File: config.mk
export PLATFORM = sky130hd
export DESIGN_NAME = pixel_match_similarity
export DESIGN_NICKNAME = d
export VERILOG_FILES = /design/src/rtl/pms_pkg.sv /design/src/rtl/pms_ctrl.sv /design/src/rtl/pms_datapath.sv /design/src/rtl/pixel_match_similarity.sv
export SDC_FILE = /design/constraint.sdc
export NUM_CORES = 1
export LEC_CHECK = 0
export BUFFER_PORTS_ARGS = -buffer_cell sky130_fd_sc_hd__buf_2
export CAP_MARGIN = 15
export CORE_MARGIN = 4
export CORE_UTILIZATION = 40
export CTS_BUF_LIST = sky130_fd_sc_hd__clkbuf_8
export CTS_CLUSTER_SIZE = 10
export DETAILED_ROUTE_END_ITERATION = 10
export HOLD_SLACK_MARGIN = 0.12
export SYNTH_ARGS = -nofsm -noshare
export SYNTH_HDL_FRONTEND = slang
export SYNTH_SLANG_ARGS = --single-unit
File: constraint.sdc
create_clock -name clk -period 19.55 [get_ports clk]
set_input_delay 3.91 -clock clk [delete_from_list [all_inputs] [get_ports clk]]
set_output_delay 3.91 -clock clk [all_outputs]
set_load 0.05 [all_outputs]
File: src/rtl/pms_pkg.sv
`timescale 1ns / 1ps
// ----------------------------------------------------------------------------
// pms_pkg: shared types, constants and helpers for the pixel match block
// Holds the field widths, counter bound, controller states, register
// indexes, and the command and status bundles between controller and datapath.
// ----------------------------------------------------------------------------
package pms_pkg;

  // Field widths.
  localparam int CH_W   = 8;
  localparam int NCH_W  = 3;
  localparam int CNT_W  = 26;
  localparam int Q_W    = 15;
  localparam int PROD_W = CNT_W + Q_W;
  localparam int ITER_W = 4;

  // Counter bound and percentage scale (100 times 256).
  localparam logic [CNT_W-1:0]  MAX_PIXELS = CNT_W'(33554432);
  localparam logic [Q_W-1:0]    PCT_Q8     = Q_W'(25600);
  localparam logic [ITER_W-1:0] LAST_ITER  = ITER_W'(Q_W - 1);

  // Register reset values.
  localparam logic [NCH_W-1:0] ACTIVE_CHANNELS_RST = NCH_W'(3);
  localparam logic [CH_W-1:0]  TOLERANCE_RST       = CH_W'(40);

  // Configuration register indexes.
  typedef enum logic [0:0] {
    CFG_ACTIVE_CHANNELS = 1'b0,
    CFG_TOLERANCE       = 1'b1
  } cfg_index_t;

  // Controller states, one-hot.
  typedef enum logic [3:0] {
    ST_RUN  = 4'b0001,
    ST_MUL  = 4'b0010,
    ST_DIV  = 4'b0100,
    ST_HOLD = 4'b1000
  } state_t;

  // Commands from controller to datapath.
  typedef struct packed {
    logic count;
    logic capture;
    logic mul_load;
    logic div_step;
    logic out_load;
  } pms_cmd_t;

  // Status from datapath to controller.
  typedef struct packed {
    logic div_last;
  } pms_status_t;

  // Absolute difference of two channel values.
  function automatic logic [CH_W-1:0] abs_diff(input logic [CH_W-1:0] a,
                                               input logic [CH_W-1:0] b);
    return (a >= b) ? (a - b) : (b - a);
  endfunction

  // Saturating increment at the counter bound.
  function automatic logic [CNT_W-1:0] sat_inc(input logic [CNT_W-1:0] v);
    return (v >= MAX_PIXELS) ? MAX_PIXELS : (v + CNT_W'(1));
  endfunction

endpackage

File: src/rtl/pms_ctrl.sv
`timescale 1ns / 1ps
// ----------------------------------------------------------------------------
// pms_ctrl: sequencer for the pixel match block
// Accepts pixel pairs while counting, then steps the datapath through the
// scaling multiply, the division and the hand-over to the output register.
// ----------------------------------------------------------------------------
module pms_ctrl (
  input  logic                 clk,
  input  logic                 rst,
  input  logic                 in_valid,
  input  logic                 final_pixel,
  input  logic                 out_stall,
  input  pms_pkg::pms_status_t status,
  output logic                 in_stall,
  output logic                 out_valid,
  output pms_pkg::pms_cmd_t    cmd
);

  pms_pkg::state_t state;
  pms_pkg::state_t state_next;
  logic            out_free;

  // The output register is free when empty or being emptied this cycle.
  assign out_free = !out_valid || !out_stall;
  assign in_stall = (state != pms_pkg::ST_RUN);

  // Commands.
  always_comb begin
    cmd          = '0;
    cmd.count    = in_valid && (state == pms_pkg::ST_RUN);
    cmd.capture  = cmd.count && final_pixel;
    cmd.mul_load = (state == pms_pkg::ST_MUL);
    cmd.div_step = (state == pms_pkg::ST_DIV);
    cmd.out_load = (state == pms_pkg::ST_HOLD) && out_free;
  end

  // Next state.
  always_comb begin
    state_next = state;
    unique case (state)
      pms_pkg::ST_RUN: begin
        if (cmd.capture) state_next = pms_pkg::ST_MUL;
      end
      pms_pkg::ST_MUL: begin
        state_next = pms_pkg::ST_DIV;
      end
      pms_pkg::ST_DIV: begin
        if (status.div_last) state_next = pms_pkg::ST_HOLD;
      end
      pms_pkg::ST_HOLD: begin
        if (out_free) state_next = pms_pkg::ST_RUN;
      end
      default: begin
        state_next = pms_pkg::ST_RUN;
      end
    endcase
  end

  // State and output valid flag.
  always_ff @(posedge clk) begin
    if (rst) begin
      state     <= pms_pkg::ST_RUN;
      out_valid <= 1'b0;
    end else begin
      state <= state_next;
      if (cmd.out_load) begin
        out_valid <= 1'b1;
      end else if (!out_stall) begin
        out_valid <= 1'b0;
      end
    end
  end

endmodule

File: src/rtl/pms_datapath.sv
`timescale 1ns / 1ps
// ----------------------------------------------------------------------------
// pms_datapath: counters, scaling multiply and restoring divider
// Compares the active channels, keeps the saturating frame counters and
// works out matched * 25600 / frame one quotient bit per cycle.
// ----------------------------------------------------------------------------
module pms_datapath (
  input  logic                              clk,
  input  logic                              rst,
  input  pms_pkg::pms_cmd_t                 cmd,
  output pms_pkg::pms_status_t              status,
  input  logic                              cfg_we,
  input  logic [0:0]                        cfg_index,
  input  logic [pms_pkg::CH_W-1:0]          cfg_data,
  input  logic [pms_pkg::CH_W-1:0]          first_ch0,
  input  logic [pms_pkg::CH_W-1:0]          first_ch1,
  input  logic [pms_pkg::CH_W-1:0]          first_ch2,
  input  logic [pms_pkg::CH_W-1:0]          first_ch3,
  input  logic [pms_pkg::CH_W-1:0]          second_ch0,
  input  logic [pms_pkg::CH_W-1:0]          second_ch1,
  input  logic [pms_pkg::CH_W-1:0]          second_ch2,
  input  logic [pms_pkg::CH_W-1:0]          second_ch3,
  output logic [pms_pkg::CNT_W-1:0]         matched_pixels,
  output logic [pms_pkg::CNT_W-1:0]         frame_pixels,
  output logic [pms_pkg::Q_W-1:0]           similarity_q8
);

  logic [pms_pkg::NCH_W-1:0]  active_channels;
  logic [pms_pkg::CH_W-1:0]   tolerance;
  logic [pms_pkg::CNT_W-1:0]  match_cnt;
  logic [pms_pkg::CNT_W-1:0]  pixel_cnt;
  logic [pms_pkg::CNT_W-1:0]  match_cnt_next;
  logic [pms_pkg::CNT_W-1:0]  pixel_cnt_next;
  logic [pms_pkg::CNT_W-1:0]  match_op;
  logic [pms_pkg::CNT_W-1:0]  pixel_op;
  logic [pms_pkg::CNT_W-1:0]  rem;
  logic [pms_pkg::Q_W-1:0]    low;
  logic [pms_pkg::Q_W-1:0]    quot;
  logic [pms_pkg::ITER_W-1:0] iter;
  logic [pms_pkg::PROD_W-1:0] prod;
  logic [pms_pkg::CNT_W:0]    trial;
  logic [pms_pkg::CNT_W:0]    trial_diff;
  logic                       trial_ok;
  logic [3:0]                 ch_fail;
  logic                       pix_match;

  // Channel compare; channel 0 always counts, higher ones by register value.
  always_comb begin
    ch_fail[0] = pms_pkg::abs_diff(first_ch0, second_ch0) > tolerance;
    ch_fail[1] = (pms_pkg::abs_diff(first_ch1, second_ch1) > tolerance)
                 && (active_channels >= pms_pkg::NCH_W'(2));
    ch_fail[2] = (pms_pkg::abs_diff(first_ch2, second_ch2) > tolerance)
                 && (active_channels >= pms_pkg::NCH_W'(3));
    ch_fail[3] = (pms_pkg::abs_diff(first_ch3, second_ch3) > tolerance)
                 && (active_channels >= pms_pkg::NCH_W'(4));
    pix_match  = (ch_fail == 4'b0000);
  end

  // Counter next values, including the item being accepted.
  assign pixel_cnt_next = pms_pkg::sat_inc(pixel_cnt);
  assign match_cnt_next = pix_match ? pms_pkg::sat_inc(match_cnt) : match_cnt;

  // Configuration registers.
  always_ff @(posedge clk) begin
    if (rst) begin
      active_channels <= pms_pkg::ACTIVE_CHANNELS_RST;
      tolerance       <= pms_pkg::TOLERANCE_RST;
    end else if (cfg_we) begin
      unique case (cfg_index)
        pms_pkg::CFG_ACTIVE_CHANNELS: active_channels <= cfg_data[pms_pkg::NCH_W-1:0];
        pms_pkg::CFG_TOLERANCE:       tolerance       <= cfg_data;
        default: ;
      endcase
    end
  end

  // Frame counters; cleared once the final item's counts are captured.
  always_ff @(posedge clk) begin
    if (rst) begin
      match_cnt <= '0;
      pixel_cnt <= '0;
    end else if (cmd.capture) begin
      match_cnt <= '0;
      pixel_cnt <= '0;
    end else if (cmd.count) begin
      match_cnt <= match_cnt_next;
      pixel_cnt <= pixel_cnt_next;
    end
  end

  // Scaling multiply and one restoring division step.
  assign prod       = pms_pkg::PROD_W'(match_op) * pms_pkg::PROD_W'(pms_pkg::PCT_Q8);
  assign trial      = {rem, low[pms_pkg::Q_W-1]};
  assign trial_diff = trial - {1'b0, pixel_op};
  assign trial_ok   = (trial >= {1'b0, pixel_op});

  assign status.div_last = (iter == pms_pkg::LAST_ITER);

  // Operands and divider registers.
  always_ff @(posedge clk) begin
    if (cmd.capture) begin
      match_op <= match_cnt_next;
      pixel_op <= pixel_cnt_next;
    end
    if (cmd.mul_load) begin
      // The quotient fits in Q_W bits, so the upper part is below the divisor.
      rem  <= prod[pms_pkg::PROD_W-1:pms_pkg::Q_W];
      low  <= prod[pms_pkg::Q_W-1:0];
      quot <= '0;
    end else if (cmd.div_step) begin
      rem  <= trial_ok ? trial_diff[pms_pkg::CNT_W-1:0] : trial[pms_pkg::CNT_W-1:0];
      low  <= {low[pms_pkg::Q_W-2:0], 1'b0};
      quot <= {quot[pms_pkg::Q_W-2:0], trial_ok};
    end
  end

  // Iteration counter for the division.
  always_ff @(posedge clk) begin
    if (rst) begin
      iter <= '0;
    end else if (cmd.mul_load) begin
      iter <= '0;
    end else if (cmd.div_step) begin
      iter <= iter + pms_pkg::ITER_W'(1);
    end
  end

  // Output payload register.
  always_ff @(posedge clk) begin
    if (cmd.out_load) begin
      matched_pixels <= match_op;
      frame_pixels   <= pixel_op;
      similarity_q8  <= quot;
    end
  end

endmodule

File: src/rtl/pixel_match_similarity.sv
`timescale 1ns / 1ps
// ----------------------------------------------------------------------------
// pixel_match_similarity: frame match counter with percentage output
// Counts pixel pairs and pairs within tolerance; on the final pair of a
// frame it delivers both counts and the match percentage in unsigned Q8.
// ----------------------------------------------------------------------------
//
//   Channel  Handshake            Payload
//   -------  -------------------  ----------------------------------------
//   in       in_valid / in_stall  first_ch0..3, second_ch0..3, final_pixel
//   out      out_valid/out_stall  matched_pixels, frame_pixels, similarity_q8
//   cfg      cfg_we               cfg_index, cfg_data
//
// Pixel pairs that are not final stream back to back.
// After a final pair no item is accepted until the multiply, the restoring
// divider and the output load are through.
// The output load waits while a previous result is still stalled.
// Reset is synchronous and restores the register defaults and clears the counters.
// ----------------------------------------------------------------------------
module pixel_match_similarity (
  input  logic                              clk,
  input  logic                              rst,
  input  logic                              cfg_we,
  input  logic [0:0]                        cfg_index,
  input  logic [pms_pkg::CH_W-1:0]          cfg_data,
  input  logic                              in_valid,
  output logic                              in_stall,
  input  logic [pms_pkg::CH_W-1:0]          first_ch0,
  input  logic [pms_pkg::CH_W-1:0]          first_ch1,
  input  logic [pms_pkg::CH_W-1:0]          first_ch2,
  input  logic [pms_pkg::CH_W-1:0]          first_ch3,
  input  logic [pms_pkg::CH_W-1:0]          second_ch0,
  input  logic [pms_pkg::CH_W-1:0]          second_ch1,
  input  logic [pms_pkg::CH_W-1:0]          second_ch2,
  input  logic [pms_pkg::CH_W-1:0]          second_ch3,
  input  logic                              final_pixel,
  output logic                              out_valid,
  input  logic                              out_stall,
  output logic [pms_pkg::CNT_W-1:0]         matched_pixels,
  output logic [pms_pkg::CNT_W-1:0]         frame_pixels,
  output logic [pms_pkg::Q_W-1:0]           similarity_q8
);

  pms_pkg::pms_cmd_t    cmd;
  pms_pkg::pms_status_t status;

  // Sequencer.
  pms_ctrl u_ctrl (
    .clk         (clk),
    .rst         (rst),
    .in_valid    (in_valid),
    .final_pixel (final_pixel),
    .out_stall   (out_stall),
    .status      (status),
    .in_stall    (in_stall),
    .out_valid   (out_valid),
    .cmd         (cmd)
  );

  // Counters, divider and output register.
  pms_datapath u_datapath (
    .clk            (clk),
    .rst            (rst),
    .cmd            (cmd),
    .status         (status),
    .cfg_we         (cfg_we),
    .cfg_index      (cfg_index),
    .cfg_data       (cfg_data),
    .first_ch0      (first_ch0),
    .first_ch1      (first_ch1),
    .first_ch2      (first_ch2),
    .first_ch3      (first_ch3),
    .second_ch0     (second_ch0),
    .second_ch1     (second_ch1),
    .second_ch2     (second_ch2),
    .second_ch3     (second_ch3),
    .matched_pixels (matched_pixels),
    .frame_pixels   (frame_pixels),
    .similarity_q8  (similarity_q8)
  );

  // A final item must hold off the input while its result is worked out.
  a_final_stalls: assert property (@(posedge clk) disable iff (rst)
    in_valid && !in_stall && final_pixel |=> in_stall)
    else $error("input not stalled after a final item");

  // The match count never exceeds the frame count.
  a_match_le_frame: assert property (@(posedge clk) disable iff (rst)
    out_valid |-> matched_pixels <= frame_pixels)
    else $error("matched count above frame count");

  // A result always covers at least one pixel pair.
  a_frame_nonzero: assert property (@(posedge clk) disable iff (rst)
    out_valid |-> frame_pixels != '0)
    else $error("result with an empty frame");

  // The percentage never exceeds one hundred.
  a_pct_bound: assert property (@(posedge clk) disable iff (rst)
    out_valid |-> similarity_q8 <= pms_pkg::PCT_Q8)
    else $error("similarity above one hundred percent");

endmodule

==> flow_metrics.py, run 1 <==
metrics = {
    "yosys": {
        "synth-async-reset-ratio_pct": 0,
        "syn_area_um2": 16700,
        "ys_seq_area_share_pct": 37.3,
        "synth.area.top_cells": "edfxtp_1 27%, ha_1 15%, dfxtp_1 10%, a21oi_1 5.4%, inv_1 5.4%",
        "yosysUniqueCellTypes": 64,
        "synthFlopType": "edfxtp_1",
        "yosysTopAreaCell": "edfxtp_1",
        "synth-edff-count": 150,
        "syn_area_per_cell_um2": 9.16,
        "ys_seq_elements": 237,
        "syn_inst": 1827,
        "synth_fp_nets": 2142,
        "synth_top_area_share_pct": 26.9,
        "ys_warn_count": 0,
    },
    "clock_tree": {
        "ctsLongestPathBuffers": 3,
        "clk_pin_slew_ps": 60,
        "holdBufCountCts": 0,
        "cts_buffers": 42,
        "post_cts_resized": 0,
        "clk_latency_ps": 580,
        "cts_tree": "yes",
        "cts_setup_buffers": 0,
        "clock_sinks": 237,
        "cts.root.buffer_cell": "clkbuf_8",
        "h-tree-depth": 2,
    },
    "floorplanning": {
        "start_util_pct": 40.7,
        "coreArea_um2": 41100,
        "die_w_um": 213,
        "die_area_um2": 45200,
        "std_cell_rows": 74,
        "die_y_um": 213,
        "ioPinCount": 148,
    },
    "power_and_ir_drop": {
        "p_total_mw": 1.80,
        "power.density_nw_per_um2": 95.5,
        "ir_drop_v": 0.0000371,
        "p_leak_nw": 8.36,
    },
    "timing": {
        "worst_pin_slew_ps": 1200,
        "maxSlewViolCount": 0,
        "relSlewSlack_pct": 20.1,
        "fin_tns_setup_ps": 0,
        "setup_viol": 0,
        "rsz0062_at_grt": "false",
        "fin_skew_ps": 27.1,
        "hold_viol_final": 0,
        "fmax_ghz": 0.111,
        "whs_ps": 447,
        "finalCritPeriodShare_pct": 46.0,
        "post-route-min-period_ps": 9000,
    },
    "cells_and_area": {
        "fill_cells": 4009,
        "layout.nets": 2284,
        "final_area_um2": 18900,
        "final-seq-area_um2": 6250,
        "multiInputGateArea_um2": 9390,
        "drive_above_1_share_pct": 12.2,
        "diodes": 0,
        "syn2layout_area_growth_pct": 12.9,
    },
    "detailed_routing": {
        "antenna_left": 0,
        "wirelength_um": 39300,
        "dr.first_iter.drc_count": 682,
        "viasPerCell": 5.21,
        "vias": 13200,
        "route.detailed.drc": 0,
        "first_pass_iters": 5,
        "wl_per_cell_um": 15.5,
    },
    "global_routing": {
        "overflow": 0,
        "grt_pass1_wl_um": 64900,
        "grt_pass1_vias": 13300,
        "antenna_found_initial": 0,
        "grt_use_total_pct": 17.3,
        "grt_max_degree": 55,
    },
    "critical_path": {
        "worstPathArrival_ps": 9480,
        "end_kind": "register",
        "cp_data_required_time_ps": 20030,
        "critical_path_class": "in2reg",
        "cp-start-kind": "input port",
        "cp_max_fo": 31,
    },
    "placed_design": {
        "gp_congestion": 0.839,
        "hpwl_um": 29900,
        "portBuffers": 147,
        "placed_area_um2": 18000,
    },
    "status": {
        "status": "finished clean",
    },
    "hold_path": {
        "hold_class": "reg2reg",
    },
    "flow_run": {
        "maxCapViolCount": 0,
    },
}
## per-stage QoR
step                      std cells  utilization (%)  worst slack (ps)
after floorplan                1827                -             10720
after global placement         2457             43.8             10090
after detailed placement       2457             43.8              9950
after CTS                      2535             45.9             10560
after global routing           2535             45.9             10130
final                          2535             45.9             10550
## cells by family (layout without fill, tap and decap cells)
kind of cell    after synthesis  in the layout  synth area share, %
flops                       237            237                 37.3
buf+inv                     300            476                 6.73
mux                          38             38                 2.32
fa+ha+maj                   236            236                 19.0
simple gates                457            457                 12.7
compound gates              474            474                 17.5
xor+xnor                     85             85                 4.45
## power by group
group	internal, mW	switching [mW]
Combinational	0.288	0.429
Sequential	0.577	0.0275
Clock	0.262	0.219
## state kept, by name, indices dropped and copies added, names as in the netlist, 5 cells and up
register	count
u_datapath.rem	26
u_datapath.similarity_q8	15
u_datapath.pixel_op	26
u_datapath.tolerance	8
u_datapath.frame_pixels	26
u_datapath.matched_pixels	26
u_datapath.pixel_cnt	26
u_datapath.match_op	26
u_datapath.low	5
u_datapath.quot	15
u_datapath.match_cnt	26
## cell type report
class	count	share of cell area, %
clock buffer	43	3.13
clock inverter	35	1.46
inverter	241	4.79
multi-input combinational	1290	49.7
sequential	237	33.1
tap	532	3.52
timing repair buffer	157	4.29
## synth_stat cells (all sizes together), types with 19 or more instances
cell	number
a21o	43
a21oi	182
a31oi	19
clkbuf	56
dfxtp	87
edfxtp	150
fa	30
ha	206
inv	241
mux2i	32
nand2	186
nand3	30
nand4	29
nor2	105
nor2b	21
o21ai	96
o21bai	30
xnor2	37
xor2	48
## critical path, cell delays in order
cell and delay (ps):
buf_2 110, inv_1 50, ha_1 140, inv_1 60, fa_1 380, a21o_1 190, a21oi_1 170, o21bai_1 80
a21oi_1 170, o21ai_0 110, a21o_1 180, a21oi_1 620, mux2_2 420, xor2_1 150, ha_1 300, a21oi_1 170
nor2b_1 60, o21ai_0 140, nand2b_1 70, o22a_1 210, a2111o_1 340, buf_4 230, nor3_2 630, buf_4 330
nand3b_1 110, a21oi_1 130
## placed cells by master (no fill, tap or decap), types with 32 or more instances in the layout
cell        n
edfxtp_1  150
a21o_1     43
clkbuf_8   43
nand2_1   186
nor2_1    105
ha_1      206
buf_2     147
xor2_1     48
o21ai_0    87
dfxtp_1    87
xnor2_1    37
inv_1     245
mux2i_1    32
a21oi_1   181
## path summary, 6_finish.rpt
path / start / end / slack (ps) / depth (start not counted)
min reg2reg: u_datapath.quot[14] / u_datapath.similarity_q8[14] / 450 / 0
max reg2reg: u_datapath.match_op[2] / u_datapath.rem[25] / 15090 / 15
min: u_datapath.quot[14] / u_datapath.similarity_q8[14] / 450 / 0
max: first_ch0[0] / u_datapath.match_cnt[18] / 10550 / 26
## layer usage
layer | share of wire [%] | up-vias | global-route usage [%]
met5 | 0 | - | 0
li1 | - | 6682 | -
met3 | 4.4 | 56 | 2.83
met4 | 2.3 | 0 | 5.04
met1 | 46 | 6222 | 22.7
met2 | 47 | 250 | 29.8
Note: power is estimated with default switching activity, not from simulation.
==> run 2, diff against run 1 <==
==> constraint.sdc (replaced) <==
create_clock -name clk -period 8.2 [get_ports clk]
set_input_delay 1.64 -clock clk [delete_from_list [all_inputs] [get_ports clk]]
set_output_delay 1.64 -clock clk [all_outputs]
set_load 0.05 [all_outputs]
==> flow_metrics.py, run 2 (synthesis gave the netlist of run 1 again) <==
metrics = {
    "status": {
        "status": "finished clean",
    },
    "critical_path": {
        "cp_data_required_time_ps": 8650,
        "cp-start-kind": "input port",
        "crit_chain": "buf_2 > inv_1 > ha_1 > inv_1 > fa_1 > a21o_1 > a21oi_1 > o21bai_1 > a21oi_1 > o31ai_1 > a21o_1 > a21oi_1 > mux2_2 > ha_1 > nor2b_1 > o21a_1 > o21a_1 > o21ai_0 > a221oi_1 > a2111o_1 > nand2b_1 > o21ai_0 > a21oi_1",
        "end_kind": "register",
        "critical_path.slowest_cell": "nand2b_1",
        "cp_max_fo": 24,
        "worst_path_largest_cell_delay_ps": 650,
        "worstPathArrival_ps": 6980,
        "critical_path_class": "in2reg",
        "crit_path_frequent_cell": "a21oi_1",
        "crit_family": "compound AO/OA/AOI/OAI gates",
        "timing.critical_path.buf_inv": 3,
    },
    "clock_tree": {
        "ctsLongestPathBuffers": 3,
        "cts_setup_buffers": 0,
        "h-tree-depth": 2,
        "post_cts_resized": 0,
        "clk_latency_ps": 560,
        "cts_buffers": 41,
        "clock_sinks": 237,
        "cts.root.buffer_cell": "clkbuf_8",
        "cts_tree": "yes",
        "holdBufCountCts": 0,
        "clk_pin_slew_ps": 60,
    },
    "floorplanning": {
        "ioPinCount": 148,
        "std_cell_rows": 74,
        "die_area_um2": 45200,
        "start_util_pct": 40.7,
        "coreArea_um2": 41100,
        "die_w_um": 213,
        "die_y_um": 213,
    },
    "timing": {
        "hold_viol_final": 0,
        "post-route-min-period_ps": 6530,
        "fin_skew_ps": 26.9,
        "whs_ps": 450,
        "rsz0062_at_grt": "false",
        "setup_viol": 0,
        "fin_tns_setup_ps": 0,
        "relSlewSlack_pct": 26.4,
        "maxSlewViolCount": 0,
        "worst_pin_slew_ps": 1100,
        "fmax_ghz": 0.153,
        "finalCritPeriodShare_pct": 79.6,
    },
    "detailed_routing": {
        "viasPerCell": 5.20,
        "wl_per_cell_um": 15.4,
        "wirelength_um": 39200,
        "antenna_left": 0,
        "route.detailed.drc": 0,
        "dr.first_iter.drc_count": 752,
        "vias": 13200,
        "first_pass_iters": 7,
    },
    "global_routing": {
        "grtUsageMet3_pct": 2.89,
        "grt_max_degree": 55,
        "grt_use_met2_pct": 29.4,
        "busiest_layer": "met2",
        "grt_use_met1_pct": 22.4,
        "grt_use_total_pct": 17.2,
        "grt_pass1_wl_um": 64300,
        "antenna_found_initial": 0,
        "grt_pass1_vias": 13100,
        "overflow": 0,
    },
    "cells_and_area": {
        "syn2layout_area_growth_pct": 13.6,
        "drive_above_1_share_pct": 12.5,
        "fill_cells": 3992,
        "layout.nets": 2289,
        "stdcell_count": 2538,
        "layout_common_cells": "247 x inv_1, 206 x ha_1, 186 x nand2_1",
        "diodes": 0,
        "layout_commonest_cell": "inv_1",
        "final_area_um2": 19000,
    },
    "hold_path": {
        "hold_class": "reg2reg",
    },
    "placed_design": {
        "hpwl_um": 29800,
        "placed_cells": 2462,
        "gp_congestion": 0.881,
        "portBuffers": 147,
        "placed_area_um2": 18100,
    },
    "flow_run": {
        "maxCapViolCount": 0,
    },
    "power_and_ir_drop": {
        "p_leak_nw": 8.43,
        "power.density_nw_per_um2": 229,
        "ir_drop_v": 0.0000993,
    },
}
## run 2: changes by cell type in the layout (fill, tap and decap cells not counted), sizes merged
| cell | delta |
|---|---|
| clkinv | -14 |
| buf | +6 |
| clkbuf | +9 |
| clkinvlp | -1 |
| inv | +3 |
## run 2: worst paths after layout
path / cells after the start / startpoint / endpoint / slack [ps]
max: 23 / first_ch2[0] / u_datapath.match_cnt[22] / 1670
min: 2 / u_datapath.tolerance[1] / u_datapath.tolerance[1] / 450
max reg2reg: 15 / u_datapath.match_op[2] / u_datapath.rem[25] / 3700
min reg2reg: 2 / u_datapath.tolerance[1] / u_datapath.tolerance[1] / 450
## run 2: metrics by stage
| stage | worst slack, ps | utilization (%) | total power, mW |
|---|---|---|---|
| CTS | 1630 | 46.2 | 4.42 |
| finish | 1670 | 46.2 | 4.36 |
| global route | 1260 | 46.2 | 4.73 |
| detailed placement | 1030 | 43.9 | 3.19 |
| global placement | 1180 | 43.9 | 3.16 |
| floorplan | 1640 | - | 2.78 |
## run 2: area by class of cell
type                    instances  area [um^2]  share of cell area [%]
repair buffers                163          868                    4.57
flip-flops and latches        237         6250                    32.9
clock inverters                23          218                    1.15
clock buffers                  52          716                    3.76
multi-input cells            1290         9390                    49.4
well taps                     532          666                    3.50
inverters                     241          905                    4.76
## run 2: power by group
group	leakage, nW	internal, mW	switching, mW
Clock	0.508	0.704	0.501
Combinational	5.87	0.693	1.02
Sequential	2.05	1.38	0.0677
## run 2: worst min-delay path, stage by stage, from the launching register on
cell and delay (ps):
dfxtp_1 300, nand2_1 50, a21oi_1 50
## run 2: metal layers
metal / part of all wire, % / up-vias
met1: 46 / 6221
met5: 0 / -
li1: - / 6696
met3: 4.3 / 56
met2: 48 / 226
met4: 2.4 / 0
